==> config.mk <==
export PLATFORM = sky130hd
export DESIGN_NAME = media_type_list_matcher
export DESIGN_NICKNAME = d
export VERILOG_FILES = /design/src/hw/rtl/mtlm_pkg.sv /design/src/hw/rtl/mtlm_ram.sv /design/src/hw/rtl/mtlm_cell.sv /design/src/hw/rtl/media_type_list_matcher.sv
export SDC_FILE = /design/constraint.sdc
export NUM_CORES = 2
export LEC_CHECK = 0
export BUFFER_PORTS_ARGS = -buffer_cell sky130_fd_sc_hd__buf_4
export CORE_UTILIZATION = 47
export CTS_CLUSTER_SIZE = 14
export DETAILED_ROUTE_END_ITERATION = 6
export GPL_TIMING_DRIVEN = 0
export PLACE_DENSITY = 0.59
export SLEW_MARGIN = 20
export SYNTH_ARGS = -nofsm -noshare
export SYNTH_HDL_FRONTEND = slang
export SYNTH_SLANG_ARGS = --single-unit
==> constraint.sdc <==
create_clock -name i_clk -period 4.96 [get_ports i_clk]
set_clock_uncertainty 0.15 [all_clocks]
set_input_delay 0.248 -clock i_clk [delete_from_list [all_inputs] [get_ports i_clk]]
set_output_delay 0.248 -clock i_clk [all_outputs]
set_load 0.02 [all_outputs]
==> src/hw/rtl/mtlm_pkg.sv <==
// media type list matcher: shared types, constants and helper functions
// used by the cell chain, the top level and the checkers
// no dependencies
`timescale 1ns / 1ps

package mtlm_pkg;

    localparam int NUM_PATTERNS    = 8;
    localparam int MAX_PATTERN_LEN = 32;
    localparam int STORE_DEPTH     = NUM_PATTERNS * MAX_PATTERN_LEN;
    localparam int ADDR_W          = $clog2(STORE_DEPTH);
    localparam int SLOT_W          = (NUM_PATTERNS > 1) ? $clog2(NUM_PATTERNS) : 1;
    localparam int STEP_W          = SLOT_W + 1;

    // fixed widths of the stream and register fields
    localparam int CNT_W        = 4;
    localparam int POS_W        = 6;
    localparam int SLOT_FIELD_W = 3;
    localparam int APB_AW       = 3;

    localparam logic [POS_W-1:0] POS_MAX = '1;

    // register index bit of paddr
    localparam logic REG_IDX_PATTERN_COUNT = 1'b0;

    localparam logic [7:0] CH_STAR   = 8'h2a;
    localparam logic [7:0] CH_SEMI   = 8'h3b;
    localparam logic [7:0] CH_LPAREN = 8'h28;
    localparam logic [7:0] CH_RPAREN = 8'h29;
    localparam logic [7:0] CH_COMMA  = 8'h2c;
    localparam logic [7:0] CH_SLASH  = 8'h2f;
    localparam logic [7:0] CH_SPACE  = 8'h20;
    localparam logic [7:0] CH_NUL    = 8'h00;

    localparam int LEN_MULTIPART = 9;
    localparam int LEN_MESSAGE   = 7;
    localparam logic [8*LEN_MULTIPART-1:0] FIX_MULTIPART = "multipart";
    localparam logic [8*LEN_MESSAGE-1:0]   FIX_MESSAGE   = "message";

    typedef enum logic [1:0] {
        REQ_LOAD    = 2'd0,
        REQ_CHAR    = 2'd1,
        REQ_RESTART = 2'd2,
        REQ_NONE    = 2'd3
    } t_req;

    typedef enum logic [1:0] {
        KIND_NONE      = 2'd0,
        KIND_PATTERN   = 2'd1,
        KIND_MULTIPART = 2'd2,
        KIND_MESSAGE   = 2'd3
    } t_kind;

    typedef enum logic {
        ST_IDLE = 1'b0,
        ST_SCAN = 1'b1
    } t_state;

    // token handed from cell to cell during one scan
    typedef struct packed {
        logic              valid;
        logic [7:0]        ch;
        logic              past;   // position beyond the slot length
        logic              done;   // a slot already hit
        logic              any;    // some slot stays alive
        logic [SLOT_W-1:0] last;   // last slot examined
    } t_tok;

    // byte of a fixed type: inr low past the terminator
    typedef struct packed {
        logic       inr;
        logic [7:0] b;
    } t_fix;

    function automatic logic is_ws(input logic [7:0] c);
        return (c == 8'h09) || (c == 8'h0a) || (c == 8'h0b) || (c == 8'h0c) || (c == 8'h0d);
    endfunction

    function automatic t_fix fixed_byte(input logic which, input logic [POS_W-1:0] pos);
        t_fix r;
        int   p;
        int   len;
        p     = int'(pos);
        len   = which ? LEN_MESSAGE : LEN_MULTIPART;
        r.inr = 1'b1;
        r.b   = CH_NUL;
        if (p < len) begin
            if (which) begin
                r.b = FIX_MESSAGE[8*(LEN_MESSAGE-1-p) +: 8];
            end else begin
                r.b = FIX_MULTIPART[8*(LEN_MULTIPART-1-p) +: 8];
            end
        end else if (p > len) begin
            r.inr = 1'b0;
        end
        return r;
    endfunction

    function automatic logic [ADDR_W-1:0] store_addr(input logic [SLOT_W-1:0] slot,
                                                     input logic [POS_W-1:0] pos);
        int a;
        a = int'(slot) * MAX_PATTERN_LEN + int'(pos);
        return ADDR_W'(a);
    endfunction

endpackage

==> src/hw/rtl/mtlm_ram.sv <==
// generic single write port ram with registered read
// no dependencies
`timescale 1ns / 1ps

module mtlm_ram #(
    parameter int WIDTH = 8,
    parameter int DEPTH = 256
) (
    input  logic                     i_clk,
    input  logic                     i_we,
    input  logic [$clog2(DEPTH)-1:0] i_waddr,
    input  logic [WIDTH-1:0]         i_wdata,
    input  logic                     i_re,
    input  logic [$clog2(DEPTH)-1:0] i_raddr,
    output logic [WIDTH-1:0]         o_rdata
);

    logic [WIDTH-1:0] r_mem [DEPTH];
    logic [WIDTH-1:0] r_rdata;

    always_ff @(posedge i_clk) begin
        if (i_we) begin
            r_mem[i_waddr] <= i_wdata;
        end
        if (i_re) begin
            r_rdata <= r_mem[i_raddr];
        end
    end

    assign o_rdata = r_rdata;

endmodule

==> src/hw/rtl/mtlm_cell.sv <==
// one pattern slot of the matcher chain: alive bit and registered token stage
// depends on mtlm_pkg
`timescale 1ns / 1ps

module mtlm_cell import mtlm_pkg::*; (
    input  logic              i_clk,
    input  logic              i_rst_n,
    input  logic [SLOT_W-1:0] i_index,
    input  logic [CNT_W-1:0]  i_count,
    input  logic              i_restart,
    input  logic [7:0]        i_rdata,
    input  t_tok              i_tok,
    output t_tok              o_tok
);

    logic r_alive;
    logic n_alive;
    t_tok r_tok;
    t_tok n_tok;

    always_comb begin
        logic active;
        logic star;
        logic term;
        n_tok   = i_tok;
        n_alive = r_alive;
        active  = i_tok.valid && !i_tok.done && r_alive && (int'(i_index) < int'(i_count));
        star    = !i_tok.past && (i_rdata == CH_STAR);
        term    = !i_tok.past && ((i_tok.ch == CH_SEMI) || is_ws(i_tok.ch)) &&
                  ((i_rdata == CH_NUL) || (i_rdata == CH_COMMA));
        if (active) begin
            n_tok.last = i_index;
            if (star || term) begin
                n_tok.done = 1'b1;
            end else if (i_tok.past || (i_rdata == CH_NUL) || (i_rdata == CH_COMMA) ||
                         (i_rdata != i_tok.ch)) begin
                n_alive = 1'b0;
            end else begin
                n_tok.any = 1'b1;
            end
        end
        if (i_restart) begin
            n_alive = 1'b1;
        end
    end

    always_ff @(posedge i_clk) begin
        if (!i_rst_n) begin
            r_alive <= 1'b1;
            r_tok   <= '0;
        end else begin
            r_alive <= n_alive;
            r_tok   <= n_tok;
        end
    end

    assign o_tok = r_tok;

endmodule

==> src/hw/rtl/media_type_list_matcher.sv <==
// media type list matcher top level: stream ports, apb register, sequencer,
// fixed type match and output register
// depends on mtlm_pkg, mtlm_ram, mtlm_cell
//
// channel   | dir | handshake                 | payload
// ----------+-----+---------------------------+------------------------------------------
// s_axis    | in  | s_axis_tvalid/tready      | tuser req_type; tdata slot, pos, char
// m_axis    | out | m_axis_tvalid/tready      | tdata still_matching, match_kind, slot
// apb       | in  | psel/penable/pwrite/pready| pattern_count at byte address 0
//
// a header character that is matched goes from accept to result through one ram read
// per slot, the token walking the cell chain, and the output register
// load, restart, none requests, skipped and comment characters give their result in the next cycle
// s_axis_tready is low while a character walks the chain or a result is stuck
// synchronous active low reset; no clearing pass, the pattern store is undefined
// until loaded
`timescale 1ns / 1ps

module media_type_list_matcher import mtlm_pkg::*; (
    input  logic              i_clk,
    input  logic              i_rst_n,
    // stream in
    input  logic              s_axis_tvalid,
    output logic              s_axis_tready,
    input  logic [15:0]       s_axis_tdata,   // [2:0] pattern_slot, [7:3] char_pos,
                                              // [15:8] char_value
    input  logic [1:0]        s_axis_tuser,   // [1:0] req_type
    // stream out
    output logic              m_axis_tvalid,
    input  logic              m_axis_tready,
    output logic [7:0]        m_axis_tdata,   // [0] still_matching, [2:1] match_kind,
                                              // [5:3] matched_slot, [7:6] zero
    // register port
    input  logic              psel,
    input  logic              penable,
    input  logic              pwrite,
    input  logic [APB_AW-1:0] paddr,
    input  logic [31:0]       pwdata,
    output logic [31:0]       prdata,
    output logic              pready
);

    // input fields
    t_req       w_req;
    logic [2:0] w_slot;
    logic [4:0] w_pos;
    logic [7:0] w_ch;

    assign w_req  = t_req'(s_axis_tuser);
    assign w_slot = s_axis_tdata[2:0];
    assign w_pos  = s_axis_tdata[7:3];
    assign w_ch   = s_axis_tdata[15:8];

    // configuration register
    logic [CNT_W-1:0] r_count;
    logic             w_cfg_wr;

    assign pready   = 1'b1;
    assign w_cfg_wr = psel && penable && pwrite && pready &&
                      (paddr[APB_AW-1] == REG_IDX_PATTERN_COUNT);
    assign prdata   = (paddr[APB_AW-1] == REG_IDX_PATTERN_COUNT) ? 32'(r_count) : '0;

    always_ff @(posedge i_clk) begin
        if (!i_rst_n) begin
            r_count <= '0;
        end else if (w_cfg_wr) begin
            r_count <= pwdata[CNT_W-1:0];
        end
    end

    // matcher state
    t_state            r_state, n_state;
    logic              r_in_comment, n_in_comment;
    logic [POS_W-1:0]  r_pos, n_pos;
    t_kind             r_kind, n_kind;
    logic [SLOT_W-1:0] r_last, n_last;
    logic [1:0]        r_xalive, n_xalive;
    logic [STEP_W-1:0] r_step, n_step;
    t_tok              r_tok0, n_tok0;

    // output register
    logic                    r_out_valid, n_out_valid;
    logic                    r_out_hit, n_out_hit;
    t_kind                   r_out_kind, n_out_kind;
    logic [SLOT_FIELD_W-1:0] r_out_slot, n_out_slot;

    // pattern store and chain
    logic              w_we;
    logic [ADDR_W-1:0] w_waddr;
    logic              w_re;
    logic [ADDR_W-1:0] w_raddr;
    logic [7:0]        w_rdata;
    logic              w_restart;
    logic              w_s_acc;
    t_tok              w_tok [0:NUM_PATTERNS];

    assign w_s_acc       = s_axis_tvalid && s_axis_tready;
    assign s_axis_tready = (r_state == ST_IDLE) && (!r_out_valid || m_axis_tready);
    assign w_restart     = w_s_acc && (w_req == REQ_RESTART);

    mtlm_ram #(
        .WIDTH (8),
        .DEPTH (STORE_DEPTH)
    ) u_store (
        .i_clk   (i_clk),
        .i_we    (w_we),
        .i_waddr (w_waddr),
        .i_wdata (w_ch),
        .i_re    (w_re),
        .i_raddr (w_raddr),
        .o_rdata (w_rdata)
    );

    assign w_tok[0] = r_tok0;

    // one cell per slot; the token reaches cell g together with the byte of slot g
    for (genvar g = 0; g < NUM_PATTERNS; g++) begin : g_cell
        mtlm_cell u_cell (
            .i_clk     (i_clk),
            .i_rst_n   (i_rst_n),
            .i_index   (SLOT_W'(g)),
            .i_count   (r_count),
            .i_restart (w_restart),
            .i_rdata   (w_rdata),
            .i_tok     (w_tok[g]),
            .o_tok     (w_tok[g+1])
        );
    end

    always_comb begin
        t_tok v_tok;
        t_fix v_fb;
        logic v_xhit;
        n_state      = r_state;
        n_in_comment = r_in_comment;
        n_pos        = r_pos;
        n_kind       = r_kind;
        n_last       = r_last;
        n_xalive     = r_xalive;
        n_step       = r_step;
        n_tok0       = '0;
        n_out_valid  = r_out_valid;
        n_out_hit    = r_out_hit;
        n_out_kind   = r_out_kind;
        n_out_slot   = r_out_slot;
        w_we         = 1'b0;
        w_waddr      = store_addr(SLOT_W'(w_slot), POS_W'(w_pos));
        w_re         = 1'b0;
        w_raddr      = store_addr(r_step[SLOT_W-1:0], r_pos);
        v_tok        = w_tok[NUM_PATTERNS];
        v_fb         = '0;
        v_xhit       = 1'b0;

        if (m_axis_tvalid && m_axis_tready) begin
            n_out_valid = 1'b0;
        end

        case (r_state)
            ST_IDLE: begin
                if (w_s_acc) begin
                    // default result: no hit, current kind and slot
                    n_out_valid = 1'b1;
                    n_out_hit   = 1'b0;
                    n_out_kind  = r_kind;
                    n_out_slot  = SLOT_FIELD_W'(r_last);
                    case (w_req)
                        REQ_LOAD: begin
                            w_we = (int'(w_slot) < NUM_PATTERNS) &&
                                   (int'(w_pos) < MAX_PATTERN_LEN);
                        end
                        REQ_RESTART: begin
                            n_in_comment = 1'b0;
                            n_pos        = '0;
                            n_kind       = KIND_NONE;
                            n_last       = '0;
                            n_xalive     = '1;
                            n_out_kind   = KIND_NONE;
                            n_out_slot   = '0;
                        end
                        REQ_CHAR: begin
                            if (r_in_comment) begin
                                if (w_ch == CH_RPAREN) begin
                                    n_in_comment = 1'b0;
                                end
                            end else if (w_ch == CH_LPAREN) begin
                                n_in_comment = 1'b1;
                            end else if (w_ch != CH_SPACE) begin
                                // launch the token; byte of slot 0 arrives next cycle
                                n_out_valid  = r_out_valid && !m_axis_tready;
                                n_tok0.valid = 1'b1;
                                n_tok0.ch    = w_ch;
                                n_tok0.past  = int'(r_pos) >= MAX_PATTERN_LEN;
                                n_tok0.last  = r_last;
                                w_re         = 1'b1;
                                w_raddr      = store_addr('0, r_pos);
                                n_step       = STEP_W'(1);
                                n_state      = ST_SCAN;
                            end
                        end
                        default: begin
                        end
                    endcase
                end
            end
            ST_SCAN: begin
                // fetch the byte for the next cell down the chain
                if (int'(r_step) < NUM_PATTERNS) begin
                    w_re   = 1'b1;
                    n_step = r_step + STEP_W'(1);
                end
                if (v_tok.valid) begin
                    n_last  = v_tok.last;
                    n_state = ST_IDLE;
                    if (v_tok.done) begin
                        // a slot hit on star or on the end of its pattern
                        n_kind    = KIND_PATTERN;
                        n_out_hit = 1'b1;
                    end else begin
                        // fixed types multipart and message
                        for (int k = 0; k < 2; k++) begin
                            if (r_xalive[k]) begin
                                v_fb = fixed_byte(k[0], r_pos);
                                if (v_fb.inr && (v_fb.b == v_tok.ch)) begin
                                    v_xhit = 1'b1;
                                end else if (v_fb.inr && (v_fb.b == CH_NUL) &&
                                             (v_tok.ch == CH_SLASH)) begin
                                    n_kind = k[0] ? KIND_MESSAGE : KIND_MULTIPART;
                                end else begin
                                    n_xalive[k] = 1'b0;
                                end
                            end
                        end
                        n_out_hit = v_tok.any || v_xhit;
                        if ((v_tok.any || v_xhit) && (r_pos != POS_MAX)) begin
                            n_pos = r_pos + POS_W'(1);
                        end
                    end
                    n_out_valid = 1'b1;
                    n_out_kind  = n_kind;
                    n_out_slot  = SLOT_FIELD_W'(v_tok.last);
                end
            end
            default: begin
                n_state = ST_IDLE;
            end
        endcase
    end

    always_ff @(posedge i_clk) begin
        if (!i_rst_n) begin
            r_state      <= ST_IDLE;
            r_in_comment <= 1'b0;
            r_pos        <= '0;
            r_kind       <= KIND_NONE;
            r_last       <= '0;
            r_xalive     <= '1;
            r_step       <= '0;
            r_tok0       <= '0;
            r_out_valid  <= 1'b0;
        end else begin
            r_state      <= n_state;
            r_in_comment <= n_in_comment;
            r_pos        <= n_pos;
            r_kind       <= n_kind;
            r_last       <= n_last;
            r_xalive     <= n_xalive;
            r_step       <= n_step;
            r_tok0       <= n_tok0;
            r_out_valid  <= n_out_valid;
        end
    end

    // result payload, no reset needed
    always_ff @(posedge i_clk) begin
        r_out_hit  <= n_out_hit;
        r_out_kind <= n_out_kind;
        r_out_slot <= n_out_slot;
    end

    assign m_axis_tvalid = r_out_valid;
    assign m_axis_tdata  = {2'b00, r_out_slot, r_out_kind, r_out_hit};

endmodule

# After elaboration in Yosys (flattened, before gate mapping)
# Memories as Yosys holds them, arrays and structs flattened. A register that Yosys moved wholly into a read port is not among the register bits.
# Cells that the tools add are included.
[word_totals]
reg_bits = 172
latchBits = 0
ram_bits = 2048
romBits = 0
out_inout_bits = 43
wordCells = 515
n_memories = 1
[mem_list]
columns = ["memory", "depth", "word_bits", "rd", "rd_ports_with_merged_regs", "write_ports", "line", "rtl"]
rows = [
  ["u_store.r_mem", 256, 8, 1, 1, 1, "mtlm_ram.sv:18", "logic [WIDTH-1:0] r_mem [DEPTH];"],
]
[classes]
n_addsub = 6
multipliers = 0
div_mod_pow = 0
magnitude_cmp = 14
n_eq_ne = 77
shifts = 2
mux = 138
bitwise = 14
n_reduce_logical = 184
[op_table]
columns = ["cell", "count"]
rows = [
  ["equality test 8 x 4 -> 1 bit (second input constant)", 40],
  ["2-to-1 mux 8 bit", 16],
  ["equality test 8 x 6 -> 1 bit (second input constant)", 13],
  ["logical OR 1 bit", 75],
  ["2-to-1 mux 1 bit", 74],
  ["indexed part select 72 x 10 -> 8 bit (first input constant)", 1],
  ["inequality test 8 bit", 8],
  ["logical AND 1 bit", 63],
  ["indexed part select 56 x 10 -> 8 bit (first input constant)", 1],
  ["2-to-1 mux 5 bit", 8],
  ["2-to-1 mux 6 bit", 5],
  ["2-to-1 mux 2 bit", 14],
  ["2-to-1 mux 4 bit", 7],
  ["AND reduction 3 bit", 9],
  ["logical NOT 8 bit", 3],
  ["logical NOT 1 bit", 18],
  ["equality test 8 bit", 2],
  ["< comparator 3 x 4 -> 1 bit (first input constant)", 4],
  ["OR reduction 2 bit", 8],
  ["inverter 1 bit", 14],
  ["inequality test 2 x 1 -> 1 bit (second input constant)", 6],
  ["case mux 6 bit (2 select lines)", 1],
  ["2-to-1 mux 10 bit", 1],
  ["case mux 1 bit (2 select lines)", 5],
  ["other kinds (31)", 39],
]

# Logic depth before layout (Yosys ltp)
[depth]
ltp_word = 22
ltp_mapped = 14

# By module
# Synthesis repeated with hierarchy kept, for this count alone.
[hier_totals]
hier_cells = 4717
hier_area_um2 = 88723.8
[by_module_without_submodules]
columns = ["module", "instances", "cells_per_inst", "area_each_um2"]
rows = [
  ["mtlm_ram", 1, 3733, 79636.4],
  ["mtlm_cell", 8, 79, 769.5],
  ["media_type_list_matcher", 1, 352, 2931.6],
]

# Worst setup path after synthesis
# OpenSTA, ideal clock, no wires.
[synth_timing]
kind = "register -> register"
start = "register r_pos[1]"
end = "register r_pos[5]"
arrival_time_ns = 3.353
required_ns = 4.695
slack_ns = 1.342
stages_incl_launch_ff = 15
n_path_buf = 4
path_cell_list = "dfxtp_1 > buf_2 > clkbuf_1 > inv_1 > ha_1 > buf_2 > clkbuf_1 > nor4_1 > xnor2_1 > nand2_1 > o32ai_1 > a21oi_1 > a2111oi_4 > a21oi_1 > o21a_1"
[synth_between]
elab_chain_cells = 20
elab_cells_between_ends = 51
classes_between = "add/sub: 3; order compare: 4; eq/ne: 4; shift: 2; mux: 33; reduce/logical: 5"
[synth_lines]
columns = ["element", "line", "rtl"]
rows = [
  ["from (decl)", "media_type_list_matcher.sv:74", "logic [POS_W-1:0] r_pos, n_pos;"],
  ["from (signal assigned)", "media_type_list_matcher.sv:263", "r_pos <= n_pos;"],
  ["subtractor 4 x 6 -> 7 bit", "n/a", ""],
  ["indexed part select 72 x 10 -> 8 bit", "n/a", ""],
  ["2-to-1 mux 8 bit", "mtlm_pkg.sv:87", "if (p < len) begin"],
  ["2-to-1 mux 8 bit", "media_type_list_matcher.sv:221", "if (r_xalive[k]) begin"],
  ["2-to-1 mux 8 bit", "media_type_list_matcher.sv:214", "if (v_tok.done) begin"],
  ["2-to-1 mux 8 bit", "media_type_list_matcher.sv:211", "if (v_tok.valid) begin"],
  ["2-to-1 mux 8 bit", "media_type_list_matcher.sv:158", "case (r_state)"],
  ["equality test 8 bit", "media_type_list_matcher.sv:223", "if (v_fb.inr && (v_fb.b == v_tok.ch)) begin"],
  ["(+4 left out)", "n/a", ""],
  ["2-to-1 mux 1 bit", "media_type_list_matcher.sv:221", ""],
  ["2-to-1 mux 1 bit", "media_type_list_matcher.sv:214", ""],
  ["2-to-1 mux 1 bit", "media_type_list_matcher.sv:211", ""],
  ["2-to-1 mux 1 bit", "media_type_list_matcher.sv:158", ""],
  ["logical OR 1 bit", "media_type_list_matcher.sv:234", "if ((v_tok.any || v_xhit) && (r_pos != POS_MAX)) begin"],
  ["logical AND 1 bit", "media_type_list_matcher.sv:234", ""],
  ["inequality test 2 x 1 -> 1 bit (no source line)", "n/a", ""],
  ["AND reduction 5 bit (no source line)", "n/a", ""],
]
# Several ways; a longest one is shown, not always the timed one. The select of a mux whose other input is x is not followed.
# A chain may end at the register's enable or synchronous reset.

# Final worst setup path
[layout_timing]
start = "register r_pos[1]"
end = "register u_store.r_rdata[4] (netlist: u_store.o_rdata[4]) (read register of u_store.r_mem), data pin"
[layout_between]
elab_chain_cells = 7
[layout_lines]
columns = ["element", "line", "rtl"]
rows = [
  ["adder 8 x 6 -> 8 bit", "mtlm_pkg.sv:102", "a = int'(slot) * MAX_PATTERN_LEN + int'(pos);"],
  ["2-to-1 mux 8 bit", "media_type_list_matcher.sv:187", "end else if (w_ch != CH_SPACE) begin"],
  ["2-to-1 mux 8 bit", "media_type_list_matcher.sv:185", "end else if (w_ch == CH_LPAREN) begin"],
  ["2-to-1 mux 8 bit", "media_type_list_matcher.sv:181", "if (r_in_comment) begin"],
  ["2-to-1 mux 8 bit", "media_type_list_matcher.sv:166", "case (w_req)"],
  ["2-to-1 mux 8 bit", "media_type_list_matcher.sv:160", "if (w_s_acc) begin"],
  ["2-to-1 mux 8 bit *", "media_type_list_matcher.sv:158", ""],
  ["to (decl)", "mtlm_ram.sv:19", "logic [WIDTH-1:0] r_rdata;"],
]
# Every way passes the cells marked *; elsewhere a longest branch is shown, timed or not.

==> flow_summary.ini <==
[global_routing]
globalRouteTotalUtil = 0.2748
grt_antenna_before_repair = 9
grt_pass1_wl_mm = 349.8
first_global_vias = 43320
globalRoute.totalOverflow = 0
largest_net_degree_at_the_start_of_global_routing = 149

[logic_synthesis]
syn-cell-area_sq_um = 86970
synth.yosys.seq_area_share = 0.7497
post_synth_inst_count = 4127
yosysUniqueCellTypes = 67
seq_cells_post_synth = 2226
post_synth.cell_area_avg_sq_um = 21.07
synth_async_sr_flop_share = 0
synthFlopType = sky130_fd_sc_hd__edfxtp_1
synth-edff-count = 2062
yosys_warnings = 0

[run_status]
violations = negative setup slack
status = finished, violations left

[clock_network]
clk-insertion-delay-late_ns = 0.86
number_of_cts_inserted_buffers = 221
htree_num_levels = 4
worst_setup_hold_path_clk_slew_ns = 0.06
clock-root-buffer = sky130_fd_sc_hd__clkbuf_16
cts_sinks = 2226
cts_tree = yes
clock_tree.buffer_depth = 3
postCtsSetupRepairBufs = 0

[timing]
hold_viol = 0
setup_viol = 1
setup-tns-final_ns = -0.09004
slew-limit-headroom = 0.1982
grt_setup_unrepaired = false
post-route-min-period_ns = 5.050
clock.fmax_mhz = 198.0
timing.final.crit_share = 1.018
finalMaxSlewViolations = 0
post-route-worst-setup-slack_ns = -0.09004
tightest_slew_ns = 1.203

[floorplan]
io-pin-count = 103
floorplan.rows = 157
die_outline_area_sq_um = 186800
floorplan.die.width_microns = 432.2
initial_cell_density_of_the_core = 0.4740
core_region_area_sq_um = 183500
die_h_microns = 432.2

[cells_and_area]
layoutNonFillerInstCount = 7147
layout_commonest_cell = sky130_fd_sc_hd__edfxtp_1
fin_nets = 4570
drive_gt1_frac = 0.2732
final_cell_mix = sky130_fd_sc_hd__edfxtp_1, sky130_fd_sc_hd__mux4_2, sky130_fd_sc_hd__nor2_1, sky130_fd_sc_hd__clkbuf_16, sky130_fd_sc_hd__dfxtp_1
area_growth_syn_to_layout_pct = 14.26

[power_and_ir_drop]
power.share.combinational = 0.019
power.clock.fraction = 0.439
internal_power_w = 0.03005
switching_share = 0.2061
share_seq_of_total_power = 0.542
vdd.ir_drop.worst_mv = 0.3241
leakagePower_nw = 30.58
powerDensity_nw_per_um2 = 380.9
power.total_w = 0.03785
power.switching_w = 0.007801

[routing]
post-route-drc-count = 0
drt-wirelength-per-cell_microns = 35.63
drt_pre_antenna_iters = 6
detailed_route_wire_length_mm = 254.7
detail-route-antenna-nets = 0
via_density_per_instance = 6.221
drt_iter0_drc = 6374
detailroute.via_count = 44462

[critical_path]
worstSetupStartpointType = register
data_required_time_at_the_worst_endpoint_ns = 5.34
crit_path_top_delay_cell = sky130_fd_sc_hd__clkbuf_2
critical_path_class = reg2reg
crit_chain = buf_2 > clkbuf_1 > clkbuf_2 > mux4_2 > mux4_2 > mux4_2 > mux2i_1 > mux2i_1
setup.worst_path.end_class = register
critical_path.max_fanout = 18
cpPeakStageDelay_ns = 0.76
critical_path.n_buffers_inverters = 3
cp_common_cell = sky130_fd_sc_hd__mux4_2
critical_path_arrival_ns = 5.43
cp_top_family = multiplexers

[placement]
dp.cells = 6694
place.detailed.hpwl_mm = 167.3
port_buffers = 41
final_weighted_congestion_in_routability_driven_placement = 0.8966

[worst_hold_path]
hold_class = in2reg

[run]
cap_viol_max_count = 0
==> per-stage QoR <==
step	utilization	hold slack (ns)	area, sq um	setup WS [ns]
after floorplan	-	0.1969	87080	1.342
after global placement	0.4931	0.2630	90470	-1.793
after detailed placement	0.4985	0.2661	91460	-0.8786
after CTS	0.5415	0.03911	99350	0.009777
after global routing	0.5416	0.07479	99370	0.006216
final	0.5416	0.07406	99370	-0.09004
==> cell usage after synthesis, drive strengths merged (3+ instances only) <==
cell     number  area (sq um)
a2111oi       6         90.08
a211oi        9         67.56
a21o          7         52.55
a21oi        26         133.9
a22oi        12         90.09
a31oi         8         50.05
and2         96         600.6
and3         18         112.6
and4          3         26.28
and4b         8         80.08
buf         126         735.7
clkbuf      136         510.5
dfxtp       164          3283
edfxtp     2062         61920
ha            9         112.6
inv          19         71.32
mux2i        14         140.1
mux4        672         15130
nand2        87         326.6
nand2b       10         62.56
nand3        25         125.1
nand4        17         106.4
nand4b        3         26.28
nor2        341          1280
nor2b        14         87.58
nor3         27         135.1
nor4         19         118.9
nor4b         7         61.31
o2111ai       3         26.28
o211ai        3         22.52
o21a         10         75.07
o21ai        32         163.9
o31ai        12         90.09
o32ai         3         26.28
or2           6         37.54
or3           4         30.03
xnor2        26         227.7
xor2         58         508.0
==> flip-flops by register name, indices dropped and copies added (netlist names) <==
signal / flops
u_store.r_mem: 2048
g_cell.u_cell.o_tok: 119
r_tok0: 13
g_cell.u_cell.r_alive: 8
u_store.o_rdata: 8
r_pos: 6
r_count: 4
r_step: 4
r_last: 3
r_out_slot: 3
r_kind: 2
r_out_kind: 2
r_xalive: 2
m_axis_tvalid: 1
r_in_comment: 1
r_out_hit: 1
r_state: 1
==> worst paths after layout <==
kind,slack (ns),to,depth (start not counted),startpoint
min,0.07,u_store.r_mem[147][1],5,s_axis_tdata[9]
max,-0.09,u_store.o_rdata[4],8,r_pos[1]
max reg2reg,-0.09,u_store.o_rdata[4],8,r_pos[1]
min reg2reg,0.27,g_cell[3].u_cell.o_tok[2],2,g_cell[2].u_cell.o_tok[2]
==> what timing repair did <==
| item | 4_1_cts | 5_1_grt |
|---|---|---|
| endpoints found under the setup margin | 10 | 5 |
| hold buffers | 49 | 0 |
| endpoints found under the hold margin | 1069 | 0 |
| gates resized for setup | 7 | 8 |
==> worst register-to-register path, stage by stage (launching register included) <==
cell	delay [ns]
sky130_fd_sc_hd__dfxtp_1	0.33
sky130_fd_sc_hd__buf_2	0.52
sky130_fd_sc_hd__clkbuf_1	0.57
sky130_fd_sc_hd__clkbuf_2	0.76
sky130_fd_sc_hd__mux4_2	0.44
sky130_fd_sc_hd__mux4_2	0.62
sky130_fd_sc_hd__mux4_2	0.55
sky130_fd_sc_hd__mux2i_1	0.45
sky130_fd_sc_hd__mux2i_1	0.32
==> power by group through the flow <==
| stage | clock [W] | combinational [W] | sequential, W |
|---|---|---|---|
| 6_report | 0.0166 | 0.000729 | 0.0205 |
| 5_1_grt | 0.0174 | 0.000763 | 0.0205 |
| 4_1_cts | 0.0168 | 0.000721 | 0.0205 |
| 3_5_place_dp | 0 | 0.000652 | 0.0209 |
| 3_3_place_gp | 0 | 0.000578 | 0.0209 |
| 2_1_floorplan | 0 | 0.000167 | 0.0209 |
==> final cells by class <==
cell class	count	area (sq um)
antenna	2	5.005
buffer	261	1345
clock buffer	274	5894
clock inverter	129	1250
fill	14119	84100
inverter	19	71.32
multi-input combinational	1649	20600
sequential	2226	65200
tap	2464	3083
timing repair buffer	123	1917
==> cell families (layout without fill, tap and decap cells) <==
kind of cell,count (synthesis),count (layout),synth area share
compound gates,145,145,0.01170
xor+xnor,84,84,0.008459
fa+ha+maj,9,9,0.001295
buf+inv,281,806,0.01515
flops,2226,2226,0.7497
mux,688,688,0.1759
other cells,2,33,0.00008635
simple gates,692,692,0.03768
==> layer usage <==
| layer | GRT usage | part of all wire | vias up |
|---|---|---|---|
| li1 | - | - | 17732 |
| met4 | 0.09516 | 0.037 | 8 |
| met3 | 0.06859 | 0.10 | 403 |
| met2 | 0.4171 | 0.46 | 2349 |
| met5 | 0 | 0.00020 | - |
| met1 | 0.3895 | 0.40 | 23970 |
No activity file was read; power rests on OpenSTA's default activity.
